==> src/rtl/u8u16_pkg.sv <==
// ----------------------------------------------------------------------------
// u8u16_pkg
// Shared widths and the result record of the UTF-8 to 16-bit unit decoder.
// ----------------------------------------------------------------------------
package u8u16_pkg;

  localparam int BYTE_W  = 8;
  localparam int UNIT_W  = 16;
  localparam int PEND_W  = 3;

  typedef logic [BYTE_W-1:0] byte_t;
  typedef logic [UNIT_W-1:0] unit_t;
  typedef logic [PEND_W-1:0] pend_t;

  typedef struct packed {
    unit_t code_unit;
    unit_t unit_count;
    logic  is_end;
  } u8u16_res_t;

endpackage

==> src/rtl/u8u16_in_if.sv <==
// ----------------------------------------------------------------------------
// u8u16_in_if
// Byte channel into the decoder: valid/ready with one byte and a last flag.
// ----------------------------------------------------------------------------
interface u8u16_in_if
  import u8u16_pkg::*;
();
  logic  valid;
  logic  ready;
  byte_t in_byte;
  logic  in_last;

  modport source (output valid, output in_byte, output in_last, input ready);
  modport sink   (input valid, input in_byte, input in_last, output ready);
endinterface

==> src/rtl/u8u16_out_if.sv <==
// ----------------------------------------------------------------------------
// u8u16_out_if
// Result channel out of the decoder: valid/ready with one code unit record.
// ----------------------------------------------------------------------------
interface u8u16_out_if
  import u8u16_pkg::*;
();
  logic  valid;
  logic  ready;
  unit_t code_unit;
  unit_t unit_count;
  logic  is_end;

  modport source (output valid, output code_unit, output unit_count, output is_end,
                  input ready);
  modport sink   (input valid, input code_unit, input unit_count, input is_end,
                  output ready);
endinterface

==> src/rtl/utf8_to_utf16_unit_decoder.sv <==
// ----------------------------------------------------------------------------
// utf8_to_utf16_unit_decoder
// Decodes a UTF-8 byte stream into 16-bit code units plus an end record.
// ----------------------------------------------------------------------------
// Usage:
//   in_ch carries one byte per transaction; in_last marks the final byte of a
//   string. out_ch carries one record per transaction: a code unit with the
//   running unit count, or, after the final byte, an end record (is_end = 1,
//   code_unit = 0, unit_count = total units of the string).
//   cfg_we/cfg_wdata write out_capacity; write it only while the block is idle.
//   Once out_capacity units are out, bytes that would start a new character
//   are dropped until the end of the string.
// Queueing and throughput:
//   A record is written to the result queue when its byte is taken. One byte
//   is taken per cycle while in_ch.ready is high; a final byte that also
//   completes a character yields two records. Records wait in a four-entry result
//   queue, and in_ch.ready stays high while at least two entries are free, so
//   input keeps flowing while a finished record waits for out_ch.ready.
// Reset:
//   rst_n clears the decode state, the queue and sets out_capacity to 65535.
//   When the receiver stalls, the queue fills and in_ch.ready drops.
// ----------------------------------------------------------------------------
module utf8_to_utf16_unit_decoder
  import u8u16_pkg::*;
(
  input  logic               clk,
  input  logic               rst_n,
  u8u16_in_if.sink           in_ch,
  u8u16_out_if.source        out_ch,
  input  logic               cfg_we,
  input  logic [UNIT_W-1:0]  cfg_wdata
);

  localparam int QDEPTH = 4;
  localparam int QPTR_W = $clog2(QDEPTH);
  localparam int QCNT_W = $clog2(QDEPTH + 1);

  // decode state
  pend_t pend_r, pend_nxt;
  unit_t acc_r, acc_nxt;
  unit_t units_r, units_nxt;
  unit_t cap_r;

  // result queue
  u8u16_res_t           res_r [QDEPTH];
  logic [QPTR_W-1:0]    wr_ptr_r, rd_ptr_r;
  logic [QCNT_W-1:0]    cnt_r, cnt_nxt;

  logic        in_fire, out_fire;
  pend_t       lead_len;
  byte_t       lead_mask;
  logic        emit;
  unit_t       unit_val;
  unit_t       units_emit;
  logic [QPTR_W-1:0] term_idx;
  logic [1:0]  push_cnt;

  assign in_ch.ready = (cnt_r <= QCNT_W'(QDEPTH - 2));
  assign in_fire     = in_ch.valid && in_ch.ready;
  assign out_ch.valid = (cnt_r != '0);
  assign out_fire    = out_ch.valid && out_ch.ready;

  assign out_ch.code_unit  = res_r[rd_ptr_r].code_unit;
  assign out_ch.unit_count = res_r[rd_ptr_r].unit_count;
  assign out_ch.is_end     = res_r[rd_ptr_r].is_end;

  // lead byte: sequence length and payload mask
  always_comb begin
    unique casez (in_ch.in_byte)
      8'b110?_????: begin lead_len = 3'd2; lead_mask = 8'h1F; end
      8'b1110_????: begin lead_len = 3'd3; lead_mask = 8'h0F; end
      8'b1111_0???: begin lead_len = 3'd4; lead_mask = 8'h07; end
      8'b1111_10??: begin lead_len = 3'd5; lead_mask = 8'h03; end
      default:      begin lead_len = 3'd1; lead_mask = 8'hFF; end
    endcase
  end

  always_comb begin
    pend_nxt  = pend_r;
    acc_nxt   = acc_r;
    emit      = 1'b0;
    unit_val  = '0;
    if (pend_r != '0) begin
      // continuation: top bits are not checked
      acc_nxt  = {acc_r[UNIT_W-7:0], in_ch.in_byte[5:0]};
      pend_nxt = pend_r - 3'd1;
      if (pend_nxt == '0) begin
        emit     = 1'b1;
        unit_val = acc_nxt;
      end
    end else if (units_r < cap_r) begin
      if (lead_len > 3'd1) begin
        acc_nxt  = {8'h00, in_ch.in_byte & lead_mask};
        pend_nxt = lead_len - 3'd1;
      end else begin
        emit     = 1'b1;
        unit_val = {8'h00, in_ch.in_byte};
      end
    end
    // flush a sequence cut short by the end of the string
    if (in_ch.in_last && pend_nxt != '0) begin
      emit     = 1'b1;
      unit_val = acc_nxt;
    end
    units_emit = units_r + {{(UNIT_W-1){1'b0}}, emit};
    units_nxt  = units_emit;
    if (in_ch.in_last) begin
      pend_nxt  = '0;
      acc_nxt   = '0;
      units_nxt = '0;
    end
  end

  assign term_idx = wr_ptr_r + {{(QPTR_W-1){1'b0}}, emit};
  assign push_cnt = in_fire ? ({1'b0, emit} + {1'b0, in_ch.in_last}) : 2'd0;
  assign cnt_nxt  = cnt_r + QCNT_W'(push_cnt) - QCNT_W'(out_fire);

  always_ff @(posedge clk) begin
    if (!rst_n) begin
      pend_r   <= '0;
      acc_r    <= '0;
      units_r  <= '0;
      cap_r    <= '1;
      wr_ptr_r <= '0;
      rd_ptr_r <= '0;
      cnt_r    <= '0;
    end else begin
      if (cfg_we) begin
        cap_r <= cfg_wdata;
      end
      if (in_fire) begin
        pend_r   <= pend_nxt;
        acc_r    <= acc_nxt;
        units_r  <= units_nxt;
        wr_ptr_r <= wr_ptr_r + QPTR_W'(push_cnt);
      end
      if (out_fire) begin
        rd_ptr_r <= rd_ptr_r + 1'b1;
      end
      cnt_r <= cnt_nxt;
    end
  end

  // queue entries carry no reset
  always_ff @(posedge clk) begin
    if (in_fire && emit) begin
      res_r[wr_ptr_r] <= '{code_unit: unit_val, unit_count: units_emit, is_end: 1'b0};
    end
    if (in_fire && in_ch.in_last) begin
      res_r[term_idx] <= '{code_unit: '0, unit_count: units_emit, is_end: 1'b1};
    end
  end

endmodule

==> src/flat_wrapper.sv <==
// flat-port wrapper written by rule: the top's interface ports become plain ports
module utf8_to_utf16_unit_decoder_flat import u8u16_pkg::*;
  (clk, rst_n, cfg_we, cfg_wdata, in_ch_valid, in_ch_in_byte, in_ch_in_last, in_ch_ready, out_ch_valid, out_ch_code_unit, out_ch_unit_count, out_ch_is_end, out_ch_ready);
  u8u16_in_if in_ch_i ();
  u8u16_out_if out_ch_i ();
  input  logic clk;
  input  logic rst_n;
  input  logic cfg_we;
  input  logic [UNIT_W-1:0] cfg_wdata;
  input wire logic [$bits(in_ch_i.valid)-1:0] in_ch_valid;
  input wire logic [$bits(in_ch_i.in_byte)-1:0] in_ch_in_byte;
  input wire logic [$bits(in_ch_i.in_last)-1:0] in_ch_in_last;
  output wire logic [$bits(in_ch_i.ready)-1:0] in_ch_ready;
  output wire logic [$bits(out_ch_i.valid)-1:0] out_ch_valid;
  output wire logic [$bits(out_ch_i.code_unit)-1:0] out_ch_code_unit;
  output wire logic [$bits(out_ch_i.unit_count)-1:0] out_ch_unit_count;
  output wire logic [$bits(out_ch_i.is_end)-1:0] out_ch_is_end;
  input wire logic [$bits(out_ch_i.ready)-1:0] out_ch_ready;
  assign in_ch_i.valid = in_ch_valid;
  assign in_ch_i.in_byte = in_ch_in_byte;
  assign in_ch_i.in_last = in_ch_in_last;
  assign in_ch_ready = in_ch_i.ready;
  assign out_ch_valid = out_ch_i.valid;
  assign out_ch_code_unit = out_ch_i.code_unit;
  assign out_ch_unit_count = out_ch_i.unit_count;
  assign out_ch_is_end = out_ch_i.is_end;
  assign out_ch_i.ready = out_ch_ready;
  utf8_to_utf16_unit_decoder u_core (.clk(clk), .rst_n(rst_n), .in_ch(in_ch_i), .out_ch(out_ch_i), .cfg_we(cfg_we), .cfg_wdata(cfg_wdata));
endmodule
==> config.mk <==
export PLATFORM = sky130hd
export DESIGN_NAME = utf8_to_utf16_unit_decoder_flat
export DESIGN_NICKNAME = d
export VERILOG_FILES = /design/src/rtl/u8u16_pkg.sv /design/src/rtl/u8u16_in_if.sv /design/src/rtl/u8u16_out_if.sv /design/src/rtl/utf8_to_utf16_unit_decoder.sv /design/src/flat_wrapper.sv
export SDC_FILE = /design/constraint.sdc
export NUM_CORES = 1
export LEC_CHECK = 0
export BUFFER_PORTS_ARGS = -buffer_cell sky130_fd_sc_hd__buf_4
export CORE_AREA = 2 2 144 118
export DETAILED_ROUTE_END_ITERATION = 6
export DIE_AREA = 0 0 146 120
export PLACE_DENSITY = 0.78
export SLEW_MARGIN = 30
export SYNTH_ARGS = -nofsm -noshare
export SYNTH_HDL_FRONTEND = slang
export SYNTH_SLANG_ARGS = --single-unit
==> constraint.sdc <==
create_clock -name clk -period 12.2 [get_ports clk]
set_clock_uncertainty 0.2 [all_clocks]
set_input_delay 1.22 -clock clk [delete_from_list [all_inputs] [get_ports clk]]
set_output_delay 1.22 -clock clk [all_outputs]
set_load 0.05 [all_outputs]
==> results of run 1 <==
==> sequential cells by signal, summed over array words and instances (netlist names), named ones only <==
name             flops
u_core.res_r       132
u_core.acc_r        16
u_core.cap_r        16
u_core.units_r      16
u_core.cnt_r         3
u_core.pend_r        3
u_core.rd_ptr_r      2
u_core.wr_ptr_r      2
==> power groups by stage <==
stage / combinational (mW) / clock, mW / sequential, mW
after floorplan: 0.681 / 0 / 0.865
after global routing: 0.891 / 0.596 / 0.931
after global placement: 0.825 / 0 / 0.915
after CTS: 0.839 / 0.570 / 0.912
after detailed placement: 0.836 / 0 / 0.924
final: 0.838 / 0.569 / 0.912
==> metrics by stage <==
step	util [%]	worst slack [ns]	cells	hold WS [ns]	instance area [um2]
after floorplan	-	6.95	858	0.221	9030
after global placement	59.1	6.45	1094	0.235	9570
after detailed placement	59.1	6.29	1094	0.239	9570
after CTS	62.9	6.66	1126	0.257	10200
after global routing	62.9	6.33	1126	0.282	10200
final	62.9	6.63	1126	0.256	10200
==> worst min path at each step <==
stage | depth (start not counted) | slack [ns] | from | end
2_1_floorplan | 1 | 0.22 | u_core.res_r[2][0] | u_core.res_r[2][0]
6_report | 2 | 0.26 | u_core.res_r[2][24] | u_core.res_r[2][24]
4_1_cts | 2 | 0.26 | u_core.res_r[2][24] | u_core.res_r[2][24]
5_1_grt | 2 | 0.28 | u_core.res_r[2][24] | u_core.res_r[2][24]
3_5_place_dp | 1 | 0.24 | u_core.res_r[2][0] | u_core.res_r[2][0]
3_3_place_gp | 1 | 0.24 | u_core.res_r[2][0] | u_core.res_r[2][0]
==> routing by layer <==
| layer | routed length [um] | vias to the layer above |
|---|---|---|
| met5 | 0 | - |
| met4 | 255 | 0 |
| met3 | 1300 | 24 |
| met2 | 8730 | 234 |
| met1 | 9810 | 3067 |
| li1 | - | 3146 |
==> layout make-up <==
class / count / area (um2) / share of cell area [%]
multi-input combinational: 579 / 4160 / 40.8
sequential: 192 / 4490 / 44.1
clock buffer: 19 / 475 / 4.67
tap: 220 / 275 / 2.70
inverter: 32 / 120 / 1.18
timing repair buffer: 71 / 533 / 5.24
clock inverter: 13 / 129 / 1.27
==> cells by family (layout without fill, tap and decap cells) <==
| logic type | after synthesis | count (layout) | synth area share, % |
|---|---|---|---|
| buffers and inverters | 87 | 135 | 4.51 |
| AOI/OAI and AO/OA | 169 | 169 | 13.4 |
| muxes | 56 | 56 | 10.8 |
| adders and majority gates | 28 | 28 | 3.96 |
| and+or+nand+nor | 304 | 304 | 15.5 |
| DFF | 192 | 192 | 49.6 |
| xor gates and xnor gates | 22 | 22 | 2.13 |
==> worst reg2reg max path, stage by stage (launching register included) <==
cell	delay, ns
dfxtp_1	0.39
ha_1	0.33
nand4_1	0.11
or2_0	0.26
or4_1	0.61
and2_1	0.22
a41o_1	0.24
a21boi_2	0.22
a21bo_1	0.39
nand2_1	0.19
ha_1	0.25
ha_1	0.23
and3_1	0.22
and3_1	0.24
and3_1	0.24
and3_1	0.23
nand3_1	0.11
xor2_1	0.40
o21ai_0	0.17
and2_1	0.19
==> placed cells by master, fill, tap and decap left out, types with 7 or more instances in the layout <==
| cell type | Yosys | final |
|---|---|---|
| nor2_1 | 144 | 144 |
| dfxtp_1 | 128 | 126 |
| buf_4 | 3 | 71 |
| edfxtp_1 | 64 | 64 |
| nand2_1 | 54 | 54 |
| a211oi_1 | 43 | 43 |
| a22oi_1 | 34 | 34 |
| mux4_2 | 33 | 33 |
| inv_1 | 32 | 32 |
| nor2b_1 | 29 | 29 |
| o21ai_0 | 27 | 27 |
| ha_1 | 27 | 27 |
| and2_1 | 23 | 23 |
| mux2i_1 | 21 | 21 |
| clkbuf_16 | 0 | 19 |
| o211ai_1 | 15 | 15 |
| xnor2_1 | 14 | 14 |
| a21oi_1 | 13 | 13 |
| and3_1 | 11 | 11 |
| nand3_1 | 10 | 10 |
| xor2_1 | 8 | 8 |
| nand2b_1 | 7 | 7 |
==> impl_metrics.ini, run 1 <==
[status]
outcome = complete, no violations

[final_layout]
nets = 951
fill_cells = 1325
num_antenna_cells = 0
drive_above_1_share_pct = 17.7
area_growth_pct = 12.7

[global_routing]
grt_pass1_vias = 6066
gr-usage-met3_pct = 4.68
grt_pass1_wl_um = 32200
use_met1_pct = 35.4
grtUsageMet2_pct = 34.1
antenna_found_initial = 0
top_usage_layer = met1
grt_util_all_layers_pct = 23.4
grt_start_max_net_pins = 60
grt-ovfl-total = 0

[power]
power.density_nw_per_um2 = 228
combPwrFrac_pct = 36.1
switching_share_pct = 38.2
p_leak_nw = 3.84
finalPower_mw = 2.32
clkPwrFrac_pct = 24.5
internal_power_mw = 1.43
p_sw_mw = 0.886
peakVddDrop_mv = 0.196
seq_power_share_pct = 39.3

[setup_path]
crit_chain = buf_4, and2_0, nand2_1, inv_1, ha_1, a21oi_1, mux2_2, nand4_1, o31a_1, a21boi_2, a21bo_1, nand2_1, ha_1, ha_1, and3_1, and3_1, and3_1, and3_1, nand3_1, xor2_1, o21ai_0, and2_1
rrSetupSlack_ns = 6.65
path_class = input pin to flip-flop
path_max_fanout = 9
cp_slowest_stage_delay_ns = 0.40
crit_family = simple AND/OR/NAND/NOR gates
path_buf_inv = 2
crit_top_cell = and3_1
crit_path_end = u_core.units_r[14]
cp_num_cells = 22
r2r_cells = 19
cp-end-kind = flip-flop
worstReg2RegEnd = u_core.units_r[14]
critical_path_arrival_ns = 5.70
required_ns = 12.34
r2r_start = u_core.units_r[13]
cp-startpoint = in_ch_in_byte[6]
startpoint_type = input pin
cp_slowest_cell = xor2_1

[logic_synthesis]
netlist_area_um2 = 9030
syn_inst = 858
yosysTopAreaCellShare_pct = 28.4
synth_cell_types = 57
synth_enable_flop_cells = 64
post-synth-top-count-cell = nor2_1
synth_top_cell_by_area = dfxtp_1
synthTopCellsByCount = nor2_1 (144), dfxtp_1 (128), edfxtp_1 (64)
synth_warnings = 0
synth-seq-cells = 192
ys.flop_type = dfxtp_1
seq_area_frac_synth_pct = 49.6
yosys-top-cells-area = dfxtp_1 (28%), edfxtp_1 (21%), mux4_2 (8.2%), nor2_1 (6.0%), ha_1 (3.7%)
syn_avg_cell_area_um2 = 10.5
synthArstFlopShare_pct = 0
syn_nets = 916

[place]
io_buffer_count = 64
routabilityCongestion = 0.837
dp_hpwl_um = 13400

[floorplan]
die_h_um = 120
die-area_um2 = 17500
num_rows = 42
die_width_um = 146
start_util_pct = 55.8
core_um2 = 16200
io_pins = 65

[routing]
antenna_left = 0
num_vias = 6471
viasPerCell = 5.75
wl_per_cell_um = 17.8
drc = 0
first_iter_violations = 647
wirelength_um = 20100
drtPass1Iterations = 5

[cts]
cts_buffer_depth = 2
cts_setup_buffers = 0
cts_tree = yes
root_buffer = clkbuf_16
ctsResizeCount = 0
path_clk_slew_ns = 0.07
numCtsBuffers = 17
clock-sinks = 192
cts_max_level = 4
clk_latency_ns = 0.44
postCtsHoldBufs = 0

[flow_run]
cap_viol_max_count = 0

[sta]
period_share_pct = 45.6
setup-tns-final_ns = 0
rsz0062_at_grt = no
period_needed_ns = 5.57
worstMarginPinSlew_ns = 0.800
fmax_mhz = 180
slew_viol_final = 0
setup_viol = 0
slew_headroom_pct = 46.5
hold_viol = 0

[hold_path]
hp-class = flip-flop to flip-flop
(Power assumes the default switching activity.)
==> run 2, diff against run 1 <==
--- a/config.mk
+++ b/config.mk
@@ -5,10 +5,11 @@
 export SDC_FILE = /design/constraint.sdc
 export NUM_CORES = 1
 export LEC_CHECK = 0
+export ABC_AREA = 1
 export BUFFER_PORTS_ARGS = -buffer_cell sky130_fd_sc_hd__buf_4
-export CORE_AREA = 2 2 144 118
+export CORE_AREA = 2 2 150 123
 export DETAILED_ROUTE_END_ITERATION = 6
-export DIE_AREA = 0 0 146 120
+export DIE_AREA = 0 0 152 125
 export PLACE_DENSITY = 0.78
 export SLEW_MARGIN = 30
 export SYNTH_ARGS = -nofsm -noshare
==> constraint.sdc (replaced) <==
create_clock -name clk -period 5.6 [get_ports clk]
set_clock_uncertainty 0.2 [all_clocks]
set_input_delay 0.56 -clock clk [delete_from_list [all_inputs] [get_ports clk]]
set_output_delay 0.56 -clock clk [all_outputs]
set_load 0.05 [all_outputs]
==> impl_metrics.ini, run 2 <==
[final_layout]
area_growth_pct = 11.8
seq_area_um2 = 4480
largest_reg_flops = 132
num_antenna_cells = 0
drive_above_1_share_pct = 10.9
multi_input_area_um2 = 4220
final_common_cell = nand2_1
layout_common_cells = nand2_1 (254), nor2_1 (235), inv_1 (183), dfxtp_1 (128), a21oi_1 (106)
fill_cells = 1531
largest_register = u_core.res_r
nets = 1400
utilization_pct = 61.8

[logic_synthesis]
post-synth-top-count-cell = nand2_1
synth_top_cell_by_area = dfxtp_1
synth-seq-cells = 192
ys.flop_type = dfxtp_1
synth_enable_flop_cells = 64
synth_cell_types = 40
syn_avg_cell_area_um2 = 7.49
netlist_area_um2 = 9770
syn_inst = 1304
synthTopCellsByCount = nand2_1 (254), nor2_1 (235), inv_1 (184)
seq_area_frac_synth_pct = 45.9
synthArstFlopShare_pct = 0
yosysTopAreaCellShare_pct = 26.2
synth_warnings = 0
syn_nets = 1362
yosys-top-cells-area = dfxtp_1 (26%), edfxtp_1 (20%), nand2_1 (9.8%), nor2_1 (9.0%), inv_1 (7.1%)

[cts]
cts_buffer_depth = 2
path_clk_slew_ns = 0.07
clk_latency_ns = 0.45
cts_setup_buffers = 0
ctsResizeCount = 0
root_buffer = clkbuf_16
cts_max_level = 4
numCtsBuffers = 17
clock-sinks = 192
cts_tree = yes
postCtsHoldBufs = 0

[routing]
drc = 0
wirelength_um = 23400
antenna_left = 0
drtPass1Iterations = 5
first_iter_violations = 858
num_vias = 8326
viasPerCell = 5.26
wl_per_cell_um = 14.8

[sta]
period_needed_ns = 4.99
setup-tns-final_ns = 0
rsz0062_at_grt = no
period_share_pct = 89.1
slew_headroom_pct = 36.0
setup_viol = 0
hold_viol = 0
worstMarginPinSlew_ns = 0.953
slew_viol_final = 0
setup_ws_ns = 0.609
fmax_mhz = 200

[power]
peakVddDrop_mv = 0.248
power.density_nw_per_um2 = 488
p_leak_nw = 5.14
combPwrFrac_pct = 40.0
p_sw_mw = 2.20
finalPower_mw = 5.33
internal_power_mw = 3.13
switching_share_pct = 41.3
seq_power_share_pct = 36.3
clkPwrFrac_pct = 23.7

[setup_path]
path_max_fanout = 20
path_class = flip-flop to flip-flop
r2r_cells = 25
critical_path_arrival_ns = 5.10
startpoint_type = flip-flop
cp-end-kind = flip-flop
required_ns = 5.71

[global_routing]
grt-ovfl-total = 0
grt_start_max_net_pins = 54
grt_pass1_wl_um = 38600
grt_pass1_vias = 7533
antenna_found_initial = 0
grt_util_all_layers_pct = 25.0

[hold_path]
hp-class = input pin to flip-flop
min_path_cells = 3

[floorplan]
core_um2 = 17700
die_h_um = 125
start_util_pct = 55.3
num_rows = 44
die_width_um = 152
io_pins = 65
die-area_um2 = 19000

[flow_run]
cap_viol_max_count = 0

[status]
outcome = complete, no violations

[place]
routabilityCongestion = 0.924
dp_hpwl_um = 15400
io_buffer_count = 64
dp_slack_ns = 0.567
==> run 2: area by class of cell <==
| cell class | instances | area share, % |
|---|---|---|
| Clock buffer | 17 | 3.89 |
| Inverter | 197 | 6.77 |
| Clock inverter | 14 | 1.71 |
| Timing Repair Buffer | 78 | 5.36 |
| Sequential cell | 192 | 41.0 |
| Tap cell | 230 | 2.63 |
| Multi-Input combinational cell | 856 | 38.6 |
==> run 2: worst paths after layout <==
kind | to | from | slack (ns)
max | u_core.res_r[1][8] | u_core.cap_r[2] | 0.61
min | u_core.cap_r[0] | cfg_wdata[0] | 0.12
max reg2reg | u_core.res_r[1][8] | u_core.cap_r[2] | 0.61
min reg2reg | u_core.res_r[1][0] | u_core.res_r[1][0] | 0.25
==> run 2: cell families after synthesis <==
| group | Yosys count | share of synthesized area [%] |
|---|---|---|
| buffers and inverters | 256 | 10.9 |
| AO/OA/AOI/OAI | 257 | 14.5 |
| AND/OR/NAND/NOR | 557 | 23.8 |
| XOR/XNOR | 14 | 1.25 |
| flip-flops | 192 | 45.9 |
| adder cells (fa/ha/maj) | 28 | 3.66 |
==> run 2: metal layers <==
| metal | track usage [%] | wire, um |
|---|---|---|
| met5 | 0 | 0 |
| met4 | 6.54 | 330 |
| met3 | 4.96 | 1650 |
| met2 | 39.0 | 10500 |
| met1 | 36.0 | 10900 |
==> run 2: through the flow <==
stage	hold WS, ns	cells	cell area (um2)
2_1_floorplan	0.214	1304	9770
3_3_place_gp	0.226	1553	10300
3_5_place_dp	0.228	1553	10300
4_1_cts	0.116	1584	10900
5_1_grt	0.120	1584	10900
6_report	0.122	1584	10900
==> run 2: worst max-delay path: stages, from the launching register on <==
cell,delay (ns)
dfxtp_1,0.32
inv_1,0.08
ha_1,0.29
nand2_1,0.05
inv_1,0.05
nand2_1,0.04
nand2_1,0.05
nand2_1,0.05
nand2_1,0.08
nand2_2,0.08
nand2_1,0.17
o21ai_2,0.07
buf_4,0.20
nand2_1,0.12
nand3_4,0.15
nand2_4,0.18
nand2_8,0.11
ha_1,0.21
or2_2,0.27
nand2_1,0.11
inv_1,0.07
nor3_1,0.54
inv_1,0.43
nand2_2,0.49
inv_2,0.26
nor2_1,0.16
==> run 2: power groups by stage <==
stage	Sequential [mW]	Combinational [mW]	Clock, mW
final	1.93	2.13	1.26
after global routing	1.97	2.33	1.34
after CTS	1.93	2.13	1.28
after detailed placement	1.96	2.12	0
after global placement	1.95	2.07	0
after floorplan	1.92	1.61	0
